### src/sv/assert_macros.svh
// ----------------------------------------------------------------------------
// Assertion macros
// Shared concurrent assertion wrappers for the eigenvalue ranker.
// ----------------------------------------------------------------------------
`ifndef ASSERT_MACROS_SVH
`define ASSERT_MACROS_SVH

// Check a property on every clock edge outside reset.
`define WTK_ASSERT(label, prop, msg) \
  label: assert property (@(posedge clk) disable iff (!rst_n) (prop)) else $error(msg);

// Check a property on every clock edge, reset included.
`define WTK_ASSERT_ALWAYS(label, prop, msg) \
  label: assert property (@(posedge clk) (prop)) else $error(msg);

`endif

### src/sv/wtk_pkg.sv
// ----------------------------------------------------------------------------
// Eigenvalue ranker package
// Shared constants, codes and control types of the windowed top-k ranker.
// ----------------------------------------------------------------------------
`timescale 1ns / 1ps
`default_nettype none

package wtk_pkg;

  // Default sizes
  localparam int KEEP_MAX_DEF   = 16;
  localparam int EV_MAX_DEF     = 1024;
  localparam int VALUE_BITS_DEF = 32;

  // Result field widths
  localparam int RIDX_W = 10;
  localparam int RPOS_W = 4;
  localparam int OUT_DW = 16;

  // Configuration port
  localparam int CFG_AW = 2;
  localparam int CFG_DW = 5;
  localparam int KEEP_W = 5;

  typedef enum logic [CFG_AW-1:0] {
    REG_BRANCH  = 2'd0,
    REG_PROBLEM = 2'd1,
    REG_KEEP    = 2'd2
  } cfg_reg_t;

  typedef enum logic {
    BR_TEMPORAL = 1'b0,
    BR_SPATIAL  = 1'b1
  } branch_t;

  typedef enum logic [1:0] {
    PK_POISEUILLE = 2'd0,
    PK_COUETTE    = 2'd1,
    PK_BLAYER     = 2'd2,
    PK_OTHER      = 2'd3
  } problem_t;

  localparam logic [KEEP_W-1:0] KEEP_RST = 5'd16;

  // Window limits, Q16.16
  localparam logic signed [31:0] LIM_0P8 = 32'sd52428;
  localparam logic signed [31:0] LIM_1P5 = 32'sd98304;
  localparam logic signed [31:0] LIM_20  = 32'sd1310720;
  localparam logic signed [31:0] LIM_M1  = -32'sd65536;
  localparam logic signed [31:0] LIM_1   = 32'sd65536;
  localparam logic signed [31:0] LIM_2   = 32'sd131072;

  typedef enum logic {
    S_RUN  = 1'b0,
    S_EMIT = 1'b1
  } state_t;

  // Ordering rule handed to every cell
  typedef struct packed {
    logic imag_desc;
    logic real_desc;
    logic no_sort;
  } order_t;

  // Per-cycle command broadcast along the chain
  typedef struct packed {
    logic   ins;
    logic   drain;
    logic   clr;
    order_t ord;
  } cell_ctl_t;

endpackage

`default_nettype wire

### src/sv/wtk_rule.sv
// ----------------------------------------------------------------------------
// Window and order rule
// Decides whether an eigenvalue passes the case window and which order
// the insertion chain applies.
// ----------------------------------------------------------------------------
`timescale 1ns / 1ps
`default_nettype none

module wtk_rule
  import wtk_pkg::*;
#(
  parameter int VALUE_BITS = VALUE_BITS_DEF
) (
  input  wire logic                         branch,
  input  wire logic [1:0]                   problem,
  input  wire logic signed [VALUE_BITS-1:0] ev_re,
  input  wire logic signed [VALUE_BITS-1:0] ev_im,
  output logic                              pass,
  output order_t                            ord
);

  localparam int CMP_W = (VALUE_BITS > 32) ? VALUE_BITS : 32;

  logic signed [CMP_W-1:0] re_x;
  logic signed [CMP_W-1:0] im_x;
  logic signed [CMP_W-1:0] l_0p8, l_1p5, l_20, l_m1, l_1, l_2;

  // Widen values and limits to a common signed width
  assign re_x  = CMP_W'(ev_re);
  assign im_x  = CMP_W'(ev_im);
  assign l_0p8 = CMP_W'(LIM_0P8);
  assign l_1p5 = CMP_W'(LIM_1P5);
  assign l_20  = CMP_W'(LIM_20);
  assign l_m1  = CMP_W'(LIM_M1);
  assign l_1   = CMP_W'(LIM_1);
  assign l_2   = CMP_W'(LIM_2);

  // Window per branch and problem
  always_comb begin
    pass = 1'b0;
    if (branch == BR_TEMPORAL) begin
      case (problem)
        PK_POISEUILLE, PK_COUETTE: pass = 1'b1;
        PK_BLAYER:                 pass = (re_x <= l_0p8);
        default:                   pass = 1'b0;
      endcase
    end else begin
      case (problem)
        PK_POISEUILLE: pass = (im_x > l_m1) && (im_x < l_2);
        PK_COUETTE:    pass = (im_x >= 0) && (re_x >= 0);
        PK_BLAYER:     pass = (im_x > l_m1) && (im_x < l_1) &&
                              (re_x > l_1p5) && (re_x < l_20);
        default:       pass = 1'b1;
      endcase
    end
  end

  // Sort directions per case
  always_comb begin
    ord.imag_desc = (branch == BR_TEMPORAL);
    ord.no_sort   = (branch == BR_SPATIAL) && (problem == PK_OTHER);
    if (branch == BR_TEMPORAL) begin
      ord.real_desc = (problem == PK_POISEUILLE) || (problem == PK_COUETTE);
    end else begin
      ord.real_desc = (problem != PK_COUETTE);
    end
  end

endmodule

`default_nettype wire

### src/sv/wtk_cell.sv
// ----------------------------------------------------------------------------
// Insertion cell
// One slot of the sorted chain: compares the broadcast item with its entry,
// takes the new item, its left neighbor's entry, or its right neighbor's.
// ----------------------------------------------------------------------------
`timescale 1ns / 1ps
`default_nettype none

module wtk_cell
  import wtk_pkg::*;
#(
  parameter int IDX_W      = 10,
  parameter int VALUE_BITS = VALUE_BITS_DEF
) (
  input  wire logic                         clk,
  input  wire logic                         rst_n,
  input  wire cell_ctl_t                    ctl,
  // broadcast item
  input  wire logic [IDX_W-1:0]             new_idx,
  input  wire logic signed [VALUE_BITS-1:0] new_re,
  input  wire logic signed [VALUE_BITS-1:0] new_im,
  // position search
  input  wire logic                         found_in,
  output logic                              found_out,
  // left neighbor (shift on insert)
  input  wire logic                         l_vld,
  input  wire logic [IDX_W-1:0]             l_idx,
  input  wire logic signed [VALUE_BITS-1:0] l_re,
  input  wire logic signed [VALUE_BITS-1:0] l_im,
  // right neighbor (shift on drain)
  input  wire logic                         r_vld,
  input  wire logic [IDX_W-1:0]             r_idx,
  input  wire logic signed [VALUE_BITS-1:0] r_re,
  input  wire logic signed [VALUE_BITS-1:0] r_im,
  // own entry
  output logic                              vld_o,
  output logic [IDX_W-1:0]                  idx_o,
  output logic signed [VALUE_BITS-1:0]      re_o,
  output logic signed [VALUE_BITS-1:0]      im_o
);

  logic                         vld_r, vld_nxt;
  logic [IDX_W-1:0]             idx_r, idx_nxt;
  logic signed [VALUE_BITS-1:0] re_r, re_nxt;
  logic signed [VALUE_BITS-1:0] im_r, im_nxt;
  logic                         ahead;
  logic                         take_new;

  // New item ranks strictly ahead of this entry
  always_comb begin
    ahead = 1'b0;
    if (!ctl.ord.no_sort) begin
      if (new_im != im_r) begin
        ahead = ctl.ord.imag_desc ? (new_im > im_r) : (new_im < im_r);
      end else if (new_re != re_r) begin
        ahead = ctl.ord.real_desc ? (new_re > re_r) : (new_re < re_r);
      end
    end
  end

  // First free or out-ranked slot takes the item; all after it shift
  assign take_new  = !found_in && (!vld_r || ahead);
  assign found_out = found_in || !vld_r || ahead;

  always_comb begin
    vld_nxt = vld_r;
    idx_nxt = idx_r;
    re_nxt  = re_r;
    im_nxt  = im_r;
    if (ctl.clr) begin
      vld_nxt = 1'b0;
    end else if (ctl.drain) begin
      vld_nxt = r_vld;
      idx_nxt = r_idx;
      re_nxt  = r_re;
      im_nxt  = r_im;
    end else if (ctl.ins) begin
      if (found_in) begin
        vld_nxt = l_vld;
        idx_nxt = l_idx;
        re_nxt  = l_re;
        im_nxt  = l_im;
      end else if (take_new) begin
        vld_nxt = 1'b1;
        idx_nxt = new_idx;
        re_nxt  = new_re;
        im_nxt  = new_im;
      end
    end
  end

  // Valid bit clears on reset; payload needs none
  always_ff @(posedge clk) begin
    if (!rst_n) begin
      vld_r <= 1'b0;
    end else begin
      vld_r <= vld_nxt;
    end
  end

  always_ff @(posedge clk) begin
    idx_r <= idx_nxt;
    re_r  <= re_nxt;
    im_r  <= im_nxt;
  end

  assign vld_o = vld_r;
  assign idx_o = idx_r;
  assign re_o  = re_r;
  assign im_o  = im_r;

endmodule

`default_nettype wire

### src/sv/windowed_top_k_eigenvalue_ranker.sv
// ----------------------------------------------------------------------------
// Windowed top-k eigenvalue ranker
// Filters complex eigenvalues by a case window, keeps the best KEEP_MAX in
// a sorted chain of insertion cells and emits ranked arrival indices.
// ----------------------------------------------------------------------------
// Channel | Dir | Payload                                   | Handshake
// in_*    | in  | tdata re,im; tuser finite; tlast last     | tvalid/tready
// out_*   | out | tdata index,rank; tuser flags; tlast last | tvalid/tready
// cfg_*   | in  | addr, wdata                               | we, no wait
//
// One item is taken per cycle while a set streams in; each finite item that
// passes the window, within EV_MAX, enters the chain in the cycle it is accepted.
// After the item marked last, in_tready stays low while the chain shifts
// out one result per cycle: min(kept, keep_count) results, or one status.
// A stalled out_tready holds the chain; the next set starts after the last
// result transfer. Synchronous reset clears chain and counters, defaults config.
// ----------------------------------------------------------------------------
`timescale 1ns / 1ps
`default_nettype none

module windowed_top_k_eigenvalue_ranker
  import wtk_pkg::*;
#(
  parameter int KEEP_MAX   = KEEP_MAX_DEF,
  parameter int EV_MAX     = EV_MAX_DEF,
  parameter int VALUE_BITS = VALUE_BITS_DEF,
  localparam int IN_DW     = ((2 * VALUE_BITS + 7) / 8) * 8
) (
  input  wire logic              clk,
  input  wire logic              rst_n,
  // input stream
  input  wire logic              in_tvalid,
  output logic                   in_tready,
  input  wire logic [IN_DW-1:0]  in_tdata,   // ev_real, ev_imag, zero pad
  input  wire logic              in_tuser,   // ev_finite
  input  wire logic              in_tlast,   // last_item
  // result stream
  output logic                   out_tvalid,
  input  wire logic              out_tready,
  output logic [OUT_DW-1:0]      out_tdata,  // ranked_index, rank_position, pad
  output logic [2:0]             out_tuser,  // nothing_kept, unsupported, too_many
  output logic                   out_tlast,  // last_result
  // configuration
  input  wire logic              cfg_we,
  input  wire logic [CFG_AW-1:0] cfg_addr,
  input  wire logic [CFG_DW-1:0] cfg_wdata
);

  localparam int IDX_W = (EV_MAX > 1) ? $clog2(EV_MAX) : 1;
  localparam int CNT_W = $clog2(EV_MAX + 1);
  localparam int RK_W  = $clog2(KEEP_MAX + 1);

  // Configuration registers
  logic              branch_r, branch_nxt;
  logic [1:0]        problem_r, problem_nxt;
  logic [KEEP_W-1:0] keep_r, keep_nxt;

  always_comb begin
    branch_nxt  = branch_r;
    problem_nxt = problem_r;
    keep_nxt    = keep_r;
    if (cfg_we) begin
      case (cfg_addr)
        REG_BRANCH:  branch_nxt  = cfg_wdata[0];
        REG_PROBLEM: problem_nxt = cfg_wdata[1:0];
        REG_KEEP:    keep_nxt    = cfg_wdata[KEEP_W-1:0];
        default:     ;
      endcase
    end
  end

  always_ff @(posedge clk) begin
    if (!rst_n) begin
      branch_r  <= BR_TEMPORAL;
      problem_r <= PK_POISEUILLE;
      keep_r    <= KEEP_RST;
    end else begin
      branch_r  <= branch_nxt;
      problem_r <= problem_nxt;
      keep_r    <= keep_nxt;
    end
  end

  // Input unpack
  logic signed [VALUE_BITS-1:0] ev_re, ev_im;
  assign ev_re = in_tdata[VALUE_BITS-1:0];
  assign ev_im = in_tdata[2*VALUE_BITS-1:VALUE_BITS];

  logic   win_pass;
  order_t ord;

  wtk_rule #(
    .VALUE_BITS (VALUE_BITS)
  ) u_rule (
    .branch  (branch_r),
    .problem (problem_r),
    .ev_re   (ev_re),
    .ev_im   (ev_im),
    .pass    (win_pass),
    .ord     (ord)
  );

  // Control state
  state_t           state_r, state_nxt;
  logic [CNT_W-1:0] arrival_r, arrival_nxt;
  logic             ovf_r, ovf_nxt;
  logic [RK_W-1:0]  rank_r, rank_nxt;

  logic in_xfer, out_xfer, has_room, ins, unsup;
  logic status, res_last;
  logic [RK_W-1:0] lim;
  cell_ctl_t ctl;

  assign in_xfer  = in_tvalid && in_tready;
  assign out_xfer = out_tvalid && out_tready;
  assign has_room = (arrival_r < CNT_W'(EV_MAX));
  assign ins      = in_xfer && has_room && in_tuser && win_pass;
  assign unsup    = (branch_r == BR_TEMPORAL) && (problem_r == PK_OTHER);
  assign lim      = (32'(keep_r) > 32'(KEEP_MAX)) ? RK_W'(KEEP_MAX) : RK_W'(keep_r);

  // Cell chain wiring; slot KEEP_MAX is the empty end of the row
  logic                         c_vld [0:KEEP_MAX];
  logic [IDX_W-1:0]             c_idx [0:KEEP_MAX];
  logic signed [VALUE_BITS-1:0] c_re  [0:KEEP_MAX];
  logic signed [VALUE_BITS-1:0] c_im  [0:KEEP_MAX];
  // search flag entering cell g; fnd[KEEP_MAX] leaves the last cell
  logic                         fnd   [0:KEEP_MAX];
  logic [KEEP_MAX-1:0]          vld_vec;

  assign c_vld[KEEP_MAX] = 1'b0;
  assign c_idx[KEEP_MAX] = '0;
  assign c_re[KEEP_MAX]  = '0;
  assign c_im[KEEP_MAX]  = '0;
  assign fnd[0]          = 1'b0;

  assign ctl.ins   = ins;
  assign ctl.drain = out_xfer && !res_last;
  assign ctl.clr   = out_xfer && res_last;
  assign ctl.ord   = ord;

  for (genvar g = 0; g < KEEP_MAX; g++) begin : g_cell
    localparam int LFT = (g == 0) ? KEEP_MAX : g - 1;
    wtk_cell #(
      .IDX_W      (IDX_W),
      .VALUE_BITS (VALUE_BITS)
    ) u_cell (
      .clk       (clk),
      .rst_n     (rst_n),
      .ctl       (ctl),
      .new_idx   (IDX_W'(arrival_r)),
      .new_re    (ev_re),
      .new_im    (ev_im),
      .found_in  (fnd[g]),
      .found_out (fnd[g+1]),
      .l_vld     (c_vld[LFT]),
      .l_idx     (c_idx[LFT]),
      .l_re      (c_re[LFT]),
      .l_im      (c_im[LFT]),
      .r_vld     (c_vld[g+1]),
      .r_idx     (c_idx[g+1]),
      .r_re      (c_re[g+1]),
      .r_im      (c_im[g+1]),
      .vld_o     (c_vld[g]),
      .idx_o     (c_idx[g]),
      .re_o      (c_re[g]),
      .im_o      (c_im[g])
    );
    assign vld_vec[g] = c_vld[g];
  end

  // Result selection at the head of the chain
  assign status   = (rank_r == '0) && (unsup || !c_vld[0] || (lim == '0));
  assign res_last = status || !c_vld[1] ||
                    ((RK_W+1)'(rank_r) + (RK_W+1)'(1) == (RK_W+1)'(lim));

  // Next state
  always_comb begin
    state_nxt = state_r;
    case (state_r)
      S_RUN:   if (in_xfer && in_tlast) state_nxt = S_EMIT;
      S_EMIT:  if (out_xfer && res_last) state_nxt = S_RUN;
      default: state_nxt = S_RUN;
    endcase
  end

  // Handshake outputs
  always_comb begin
    in_tready  = 1'b0;
    out_tvalid = 1'b0;
    case (state_r)
      S_RUN:   in_tready  = 1'b1;
      S_EMIT:  out_tvalid = 1'b1;
      default: ;
    endcase
  end

  // Arrival numbering, overflow and rank counter
  always_comb begin
    arrival_nxt = arrival_r;
    ovf_nxt     = ovf_r;
    rank_nxt    = rank_r;
    if (in_xfer) begin
      if (has_room) begin
        arrival_nxt = arrival_r + CNT_W'(1);
      end else begin
        ovf_nxt = 1'b1;
      end
    end
    if (ctl.drain) begin
      rank_nxt = rank_r + RK_W'(1);
    end else if (ctl.clr) begin
      rank_nxt    = '0;
      arrival_nxt = '0;
      ovf_nxt     = 1'b0;
    end
  end

  always_ff @(posedge clk) begin
    if (!rst_n) begin
      state_r   <= S_RUN;
      arrival_r <= '0;
      ovf_r     <= 1'b0;
      rank_r    <= '0;
    end else begin
      state_r   <= state_nxt;
      arrival_r <= arrival_nxt;
      ovf_r     <= ovf_nxt;
      rank_r    <= rank_nxt;
    end
  end

  // Result pack
  logic [RIDX_W-1:0] r_idx;
  logic [RPOS_W-1:0] r_pos;
  assign r_idx     = status ? '0 : RIDX_W'(c_idx[0]);
  assign r_pos     = status ? '0 : RPOS_W'(rank_r);
  assign out_tdata = {{(OUT_DW - RIDX_W - RPOS_W){1'b0}}, r_pos, r_idx};
  assign out_tuser = {ovf_r, status && unsup, status && (unsup || !c_vld[0])};
  assign out_tlast = res_last;

  // Checks
  `include "assert_macros.svh"

  `WTK_ASSERT(a_one_side, !(in_tready && out_tvalid), "input and result side both open")
  `WTK_ASSERT(a_prefix, ((vld_vec >> 1) & ~vld_vec) == '0, "kept entries not contiguous")
  `WTK_ASSERT(a_clear, out_xfer && res_last |=> vld_vec == '0, "chain not empty after run")
  `WTK_ASSERT(a_drop, ins && !fnd[KEEP_MAX] |=> $stable(vld_vec), "rejected item changed fill")

endmodule

`default_nettype wire
### config.mk
export PLATFORM = sky130hd
export DESIGN_NAME = windowed_top_k_eigenvalue_ranker
export DESIGN_NICKNAME = d
export VERILOG_FILES = /design/src/sv/wtk_pkg.sv /design/src/sv/wtk_rule.sv /design/src/sv/wtk_cell.sv /design/src/sv/windowed_top_k_eigenvalue_ranker.sv
export VERILOG_INCLUDE_DIRS = /design/src /design/src/sv
export SDC_FILE = /design/constraint.sdc
export NUM_CORES = 2
export LEC_CHECK = 0
export ABC_AREA = 1
export BUFFER_PORTS_ARGS = -buffer_cell sky130_fd_sc_hd__buf_2
export CORE_ASPECT_RATIO = 0.8
export CORE_UTILIZATION = 55
export DETAILED_ROUTE_END_ITERATION = 16
export PLACE_DENSITY = 0.71
export SYNTH_ARGS = -nofsm -noshare
export SYNTH_HDL_FRONTEND = slang
export SYNTH_SLANG_ARGS = --single-unit
### constraint.sdc
create_clock -name clk -period 13.8 [get_ports clk]
set_input_delay 1.38 -clock clk [delete_from_list [all_inputs] [get_ports clk]]
set_output_delay 1.38 -clock clk [all_outputs]
set_load 0.1 [all_outputs]
# Word level (Yosys, flattened, before mapping)
# Cells that the tools add are included.
# word_totals
register_bits,1226
input_bits,78
output_inout_bits,22
wordCells,715
# op_classes
n_addsub,3
order_cmp,74
eq_ne,39
n_mux,349
n_bitwise,4
n_reduce_logical,175
# op_table
cell,n
32-bit 2-to-1 mux,124
32-bit greater-than comparator,32
32-bit < comparator,32
32-bit != test,32
10-bit 2-to-1 mux,63
1-bit 2-to-1 mux,151
32-bit by 1-bit >= comparator with 1-bit output (second input constant),2
1-bit logical OR,49
3-bit AND reduction,16
3-bit nonzero test,15
11-bit 2-to-1 mux,4
2-bit AND reduction,19
1-bit logical AND,33
32-bit by 17-bit greater-than comparator with 1-bit output (second input constant),1
32-bit by 18-bit greater-than comparator with 1-bit output (second input constant),1
32-bit by 17-bit less-or-equal comparator with 1-bit output (second input constant),1
1-bit logical NOT,32
32-bit by 18-bit < comparator with 1-bit output (second input constant),1
32-bit by 19-bit < comparator with 1-bit output (second input constant),1
32-bit by 22-bit < comparator with 1-bit output (second input constant),1
5-bit 2-to-1 mux,3
11-bit by 1-bit adder with 11-bit output (second input constant),1
11-bit < comparator (second input constant),1
5-bit logical NOT,2
15 further kinds,27

# Longest topological paths before layout
# depth
word_depth,41
depth_mapped,31
ltp_nobuf,31

# By module
# A second synthesis with hierarchy kept.
# unflattened
hier_cells,11652
area_unflattened_um2,90206.5
# modules_own_cells
module,n_inst,cells_per_inst,area_each_um2,seq_area_each_um2
wtk_cell,16,707,5506.5,2242.2
windowed_top_k_eigenvalue_ranker,1,226,1575.3,520.5
wtk_rule,1,114,526.8,0.0

# Least setup slack after synthesis
# Ideal clock, no wire load.
# synth_timing
kind,input-to-reg
start,in in_tdata[31]
end,reg g_cell[13].u_cell.idx_r[0] (enable)
setup_time_ns,0.608
arrival_ns,8.675
required_time_ns,13.192
path_slack_ns,4.517
cell_stages,19
path_buffers,1
path_cell_list,ha_1 > nand2_1 > nor4_1 > nor4b_1 > nand2_1 > nand2_1 > nand2_1 > nand2_1 > nand2_1 > nand2_1 > nand2_1 > nand2_1 > nor2_4 > nand4_4 > nor2_8 > nand4_4 > nor2_2 > buf_2 > o21ai_0
# synth_between
elab_chain_cells,34
elab_cells_between_ends,140
classes_between,order compare: 32; eq/ne: 14; mux: 59; reduce/logical: 35
# synth_rtl
element,line,source
"start, declared",windowed_top_k_eigenvalue_ranker.sv:34,"input wire logic [IN_DW-1:0] in_tdata,"
32-bit < comparator or 32-bit greater-than comparator (tied branches),wtk_cell.sv:56,ahead = ctl.ord.real_desc ? (new_re > re_r) : (new_re < re_r);
1-bit 2-to-1 mux,wtk_cell.sv:56,
1-bit 2-to-1 mux,wtk_cell.sv:55,end else if (new_re != re_r) begin
1-bit 2-to-1 mux,wtk_cell.sv:53,if (new_im != im_r) begin
1-bit 2-to-1 mux,wtk_cell.sv:52,if (!ctl.ord.no_sort) begin
1-bit logical OR (25 in a row),wtk_cell.sv:63,assign found_out = found_in || !vld_r || ahead;
1-bit logical NOT,wtk_cell.sv:62,assign take_new = !found_in && (!vld_r || ahead);
1-bit logical AND,wtk_cell.sv:62,
3-bit nonzero test (no line),--,
3-bit AND reduction (no line) *,--,
"end signal, assigned",wtk_cell.sv:102,idx_r <= idx_nxt;
"end, declared",wtk_cell.sv:43,"logic [IDX_W-1:0] idx_r, idx_nxt;"
# Mark *: on every way between the ends. The rest lies on a longest branch, timed or not.
# A chain may end at the register's enable or synchronous reset.

# Final worst setup path
# layout_timing
start,in in_tdata[63]
end,"reg g_cell[15].u_cell.re_r[7], data pin"
# layout_between
elab_chain_cells,35
elab_cells_between_ends,121
classes_between,order compare: 30; eq/ne: 15; mux: 47; reduce/logical: 29
# layout_rtl
element,line,source
32-bit greater-than comparator or 32-bit < comparator (tied branches),wtk_cell.sv:54,ahead = ctl.ord.imag_desc ? (new_im > im_r) : (new_im < im_r);
1-bit 2-to-1 mux,wtk_cell.sv:54,
1-bit 2-to-1 mux,wtk_cell.sv:53,
1-bit 2-to-1 mux,wtk_cell.sv:52,
1-bit logical OR (28 in a row),wtk_cell.sv:63,
1-bit logical OR *,wtk_cell.sv:63,
32-bit 2-to-1 mux *,wtk_cell.sv:78,if (found_in) begin
32-bit 2-to-1 mux *,wtk_cell.sv:77,end else if (ctl.ins) begin
"end signal, assigned",wtk_cell.sv:103,re_r <= re_nxt;
"end, declared",wtk_cell.sv:44,"logic signed [VALUE_BITS-1:0] re_r, re_nxt;"
# Mark *: on every way between the ends. The rest lies on a longest branch, timed or not. The select of a mux whose other input is x is not followed.

==> metrics.txt <==
# TYPE chip_impl_metric gauge
chip_impl_info{name="result_of_the_run",value="complete, no violations"} 1
chip_impl_metric{name="die_width",unit="um"} 440
chip_impl_metric{name="core_area",unit="um^2"} 152000
chip_impl_metric{name="finish.utilization",unit=""} 0.595
chip_impl_metric{name="start_util",unit=""} 0.555
chip_impl_metric{name="synth_edf_count",unit=""} 1184
chip_impl_metric{name="clkTransAtPathRegs",unit="ns"} 0.06
chip_impl_metric{name="synth_top_area_frac",unit=""} 0.421
chip_impl_metric{name="place_congestion",unit=""} 1.02
chip_impl_metric{name="synth_seq_cells",unit=""} 1226
chip_impl_info{name="cp_startpoint",value="in_tdata[63]"} 1
chip_impl_metric{name="power_per_standard_cell_area",unit="nW/um^2"} 108
chip_impl_metric{name="antenna_violating_nets_post_route",unit=""} 0
chip_impl_metric{name="setup_tns",unit="ns"} 0
chip_impl_metric{name="dp_cells",unit=""} 10900
chip_impl_metric{name="grt_pass1_wl",unit="mm"} 455
chip_impl_metric{name="count_of_pins_over_their_slew_limit",unit=""} 0
chip_impl_metric{name="via_count",unit=""} 75800
chip_impl_info{name="critical-path-slowest-cell",value="sky130_fd_sc_hd__clkinv_2"} 1
chip_impl_metric{name="maxSlewHeadroom",unit=""} 0.0246
chip_impl_metric{name="total_setup_violations_reported_at_the_end_of_the_flow",unit=""} 0
chip_impl_info{name="cp_top_family",value="simple AND/OR/NAND/NOR gates"} 1
chip_impl_info{name="postSynth.topFlopCell",value="sky130_fd_sc_hd__edfxtp_1"} 1
chip_impl_info{name="clock_tree.root_cell",value="sky130_fd_sc_hd__clkbuf_16"} 1
chip_impl_metric{name="port_buffers",unit=""} 97
chip_impl_info{name="worstSetupPathType",value="primary input to flip-flop"} 1
chip_impl_info{name="largest_cells_by_area_after_synthesis",value="sky130_fd_sc_hd__edfxtp_1, sky130_fd_sc_hd__ha_1, sky130_fd_sc_hd__o221ai_1, sky130_fd_sc_hd__nand3_1, sky130_fd_sc_hd__inv_1"} 1
chip_impl_metric{name="worst-endpoint-required",unit="ns"} 14.47
chip_impl_metric{name="first_global_vias",unit=""} 70400
chip_impl_info{name="critPathCaptureType",value="flip-flop"} 1
chip_impl_metric{name="num_io_pins",unit=""} 100
chip_impl_metric{name="cell_row_count",unit=""} 128
chip_impl_metric{name="cts_resized",unit=""} 0
chip_impl_metric{name="synth_async_sr_flop_share",unit=""} 0
chip_impl_metric{name="grt_remaining_overflow",unit=""} 0
chip_impl_metric{name="final_net_count",unit=""} 10100
chip_impl_metric{name="final_layout_size_suffix_gt1_frac",unit=""} 0.0476
chip_impl_metric{name="max-vdd-ir-drop",unit="V"} 0.000110
chip_impl_metric{name="netlist_area",unit="um^2"} 84500
chip_impl_metric{name="wirelength",unit="mm"} 311
chip_impl_metric{name="tightestPinTransition",unit="ns"} 1.45
chip_impl_metric{name="avgRoutedWirePerCell",unit="um"} 27.8
chip_impl_metric{name="fmax",unit="MHz"} 114
chip_impl_metric{name="post_cts_setup_buffer_count",unit=""} 0
chip_impl_info{name="synthMostInstantiatedCell",value="sky130_fd_sc_hd__inv_1"} 1
chip_impl_metric{name="cap_viol_max_count",unit=""} 0
chip_impl_info{name="worstSetupStartpointType",value="primary input"} 1
chip_impl_metric{name="clkSinkCount",unit=""} 1226
chip_impl_info{name="setup_repair_after_global_routing_missed_its_margin",value="no"} 1
chip_impl_metric{name="die_h",unit="um"} 353
chip_impl_metric{name="dr.pass1.iters",unit=""} 6
chip_impl_metric{name="cts_made_buffers",unit=""} 139
chip_impl_metric{name="post-route-drc-count",unit=""} 0
chip_impl_metric{name="timing.reg2reg.worst_path_depth",unit=""} 24
chip_impl_metric{name="viasPerCell",unit=""} 6.79
chip_impl_metric{name="total_power",unit="mW"} 9.81
chip_impl_metric{name="worst_skew_pair.late_latency",unit="ns"} 0.82
chip_impl_metric{name="clk_skew",unit="ns"} 0.0361
chip_impl_metric{name="postSynthAreaPerCell",unit="um^2"} 9.10
chip_impl_info{name="tritoncts",value="built"} 1
chip_impl_metric{name="timing.critical_path.arrival",unit="ns"} 9.42
chip_impl_metric{name="dieArea",unit="um^2"} 155000
chip_impl_metric{name="htreeDepth",unit=""} 4
chip_impl_metric{name="cp_num_cells",unit=""} 25
chip_impl_metric{name="dr.first_iter.drc_count",unit=""} 12600
chip_impl_metric{name="crit_path_max_incr_delay",unit="ns"} 0.94
chip_impl_metric{name="whs_path_depth",unit=""} 2
chip_impl_metric{name="holdBufCountCts",unit=""} 0
chip_impl_metric{name="timing_hold_violations_final",unit=""} 0
chip_impl_info{name="cell_type_with_the_largest_total_area_after_synthesis",value="sky130_fd_sc_hd__edfxtp_1"} 1
chip_impl_metric{name="final-instance-count-excl-fill",unit=""} 11200
chip_impl_metric{name="cp_max_fo",unit=""} 66
chip_impl_info{name="min_path_type",value="flip-flop to flip-flop"} 1
chip_impl_metric{name="post-route-period-util",unit=""} 0.634
chip_impl_metric{name="synth_cells",unit=""} 9278
chip_impl_metric{name="power_leakage",unit="nW"} 39.8
chip_impl_info{name="most_common_library_cells_after_synthesis",value="sky130_fd_sc_hd__inv_1, sky130_fd_sc_hd__edfxtp_1, sky130_fd_sc_hd__nand2_1"} 1
chip_impl_metric{name="fillers",unit=""} 13200
chip_impl_metric{name="finalCriticalPeriod",unit="ns"} 8.75
chip_impl_metric{name="antenna_found_initial",unit=""} 15
chip_impl_info{name="cpMostUsedCell",value="sky130_fd_sc_hd__nand2_1"} 1
chip_impl_metric{name="max-clock-path-buffers",unit=""} 3
chip_impl_metric{name="yosysUniqueCellTypes",unit=""} 58
chip_impl_metric{name="synth.yosys.warnings",unit=""} 0
chip_impl_info{name="reg2reg_from",value="g_cell[0].u_cell.im_o[31]$_DFFE_PP_"} 1
chip_impl_metric{name="synthToLayoutAreaGrowth",unit="%"} 7.31
chip_impl_metric{name="post-dp-hpwl",unit="mm"} 212
chip_impl_metric{name="groute.usage.overall",unit=""} 0.391
chip_impl_info{name="hp-start",value="g_cell[11].u_cell.vld_o$_SDFFE_PP0P_"} 1
chip_impl_metric{name="crit_buf_inv",unit=""} 5
chip_impl_metric{name="synth_sequential_area_ratio",unit=""} 0.431
chip_impl_metric{name="grt_max_degree",unit=""} 204
## sequential cells by signal, summed over array words and instances (netlist names), 2 cells and up
signal and count:
rank_r 5, problem_r 2, arrival_r 11, g_cell.u_cell.idx_o 160
g_cell.u_cell.im_o 512, keep_r 5, g_cell.u_cell.vld_o 16, g_cell.u_cell.re_o 512
## worst min-delay path, delay by kind of cell (launching register included)
kind / cells / cell delay, ns
DFF: 1 / 0.32
and+or+nand+nor: 1 / 0.06
AOI/OAI and AO/OA: 1 / 0.06
## cell usage in the layout (no fill, tap or decap), types with 12 or more instances in the layout
master                      instances
sky130_fd_sc_hd__clkinv_2          19
sky130_fd_sc_hd__clkbuf_1          31
sky130_fd_sc_hd__a21oi_1          612
sky130_fd_sc_hd__nor4_1            47
sky130_fd_sc_hd__a31oi_1           29
sky130_fd_sc_hd__xor2_1            37
sky130_fd_sc_hd__o21ai_1           46
sky130_fd_sc_hd__buf_2             97
sky130_fd_sc_hd__xnor2_1           14
sky130_fd_sc_hd__nand3_1         1064
sky130_fd_sc_hd__buf_4             84
sky130_fd_sc_hd__o21a_1            42
sky130_fd_sc_hd__clkinv_1          33
sky130_fd_sc_hd__a21o_1            12
sky130_fd_sc_hd__inv_6             14
sky130_fd_sc_hd__nand2_1         1144
sky130_fd_sc_hd__clkbuf_16        141
sky130_fd_sc_hd__edfxtp_1        1184
sky130_fd_sc_hd__o221ai_1         729
sky130_fd_sc_hd__inv_1           1299
sky130_fd_sc_hd__nand4_1           99
sky130_fd_sc_hd__o211ai_1         260
sky130_fd_sc_hd__a211oi_1          22
sky130_fd_sc_hd__nor2_1           414
sky130_fd_sc_hd__dfxtp_1           42
sky130_fd_sc_hd__o21ai_0          385
sky130_fd_sc_hd__nor3_1            65
sky130_fd_sc_hd__ha_1            1027
## through the flow
stage,hold WS (ns),instance area [um^2],worst slack [ns]
floorplan,0.453,84500,4.52
global placement,0.472,86200,4.69
detailed placement,0.488,86200,4.56
CTS,0.498,90600,5.42
global route,0.530,90600,4.87
finish,0.499,90600,5.05
## layout make-up
type                    instances  area, um^2  share of cell area
repair buffers                187        1240              0.0136
multi-input cells            6157       41000               0.452
diodes                          2        5.00           0.0000552
flip-flops and latches       1226       36400               0.402
inverters                    1321        5030              0.0555
clock inverters                77         701             0.00773
well taps                    2015        2520              0.0278
clock buffers                 180        3750              0.0414
## report_power, final
group          switching (mW)  internal [mW]
Sequential              0.112           4.33
Combinational            1.09          0.453
Clock                    1.72           2.10
Total                    2.92           6.88
## logic make-up after synthesis
logic type | synth area share
AOI/OAI and AO/OA | 0.174
xor gates and xnor gates | 0.00529
adders and majority gates | 0.152
buffers and inverters | 0.0853
DFF | 0.431
muxes | 0.000119
other | 0.0000444
and+or+nand+nor | 0.152
## path summary, 6_finish.rpt
kind | to | slack [ns]
min | g_cell[11].u_cell.vld_o$_SDFFE_PP0P_ | 0.50
max reg2reg | g_cell[15].u_cell.re_o[7]$_SDFFCE_PP0P_ | 5.68
max | g_cell[15].u_cell.re_o[7]$_SDFFCE_PP0P_ | 5.05
min reg2reg | g_cell[11].u_cell.vld_o$_SDFFE_PP0P_ | 0.50
## per-layer routing
layer | part of all wire | track usage
met3 | 0.15 | 0.119
met5 | 0.00044 | 0
met4 | 0.042 | 0.150
met2 | 0.39 | 0.527
met1 | 0.41 | 0.579
(Power assumes the default switching activity.)
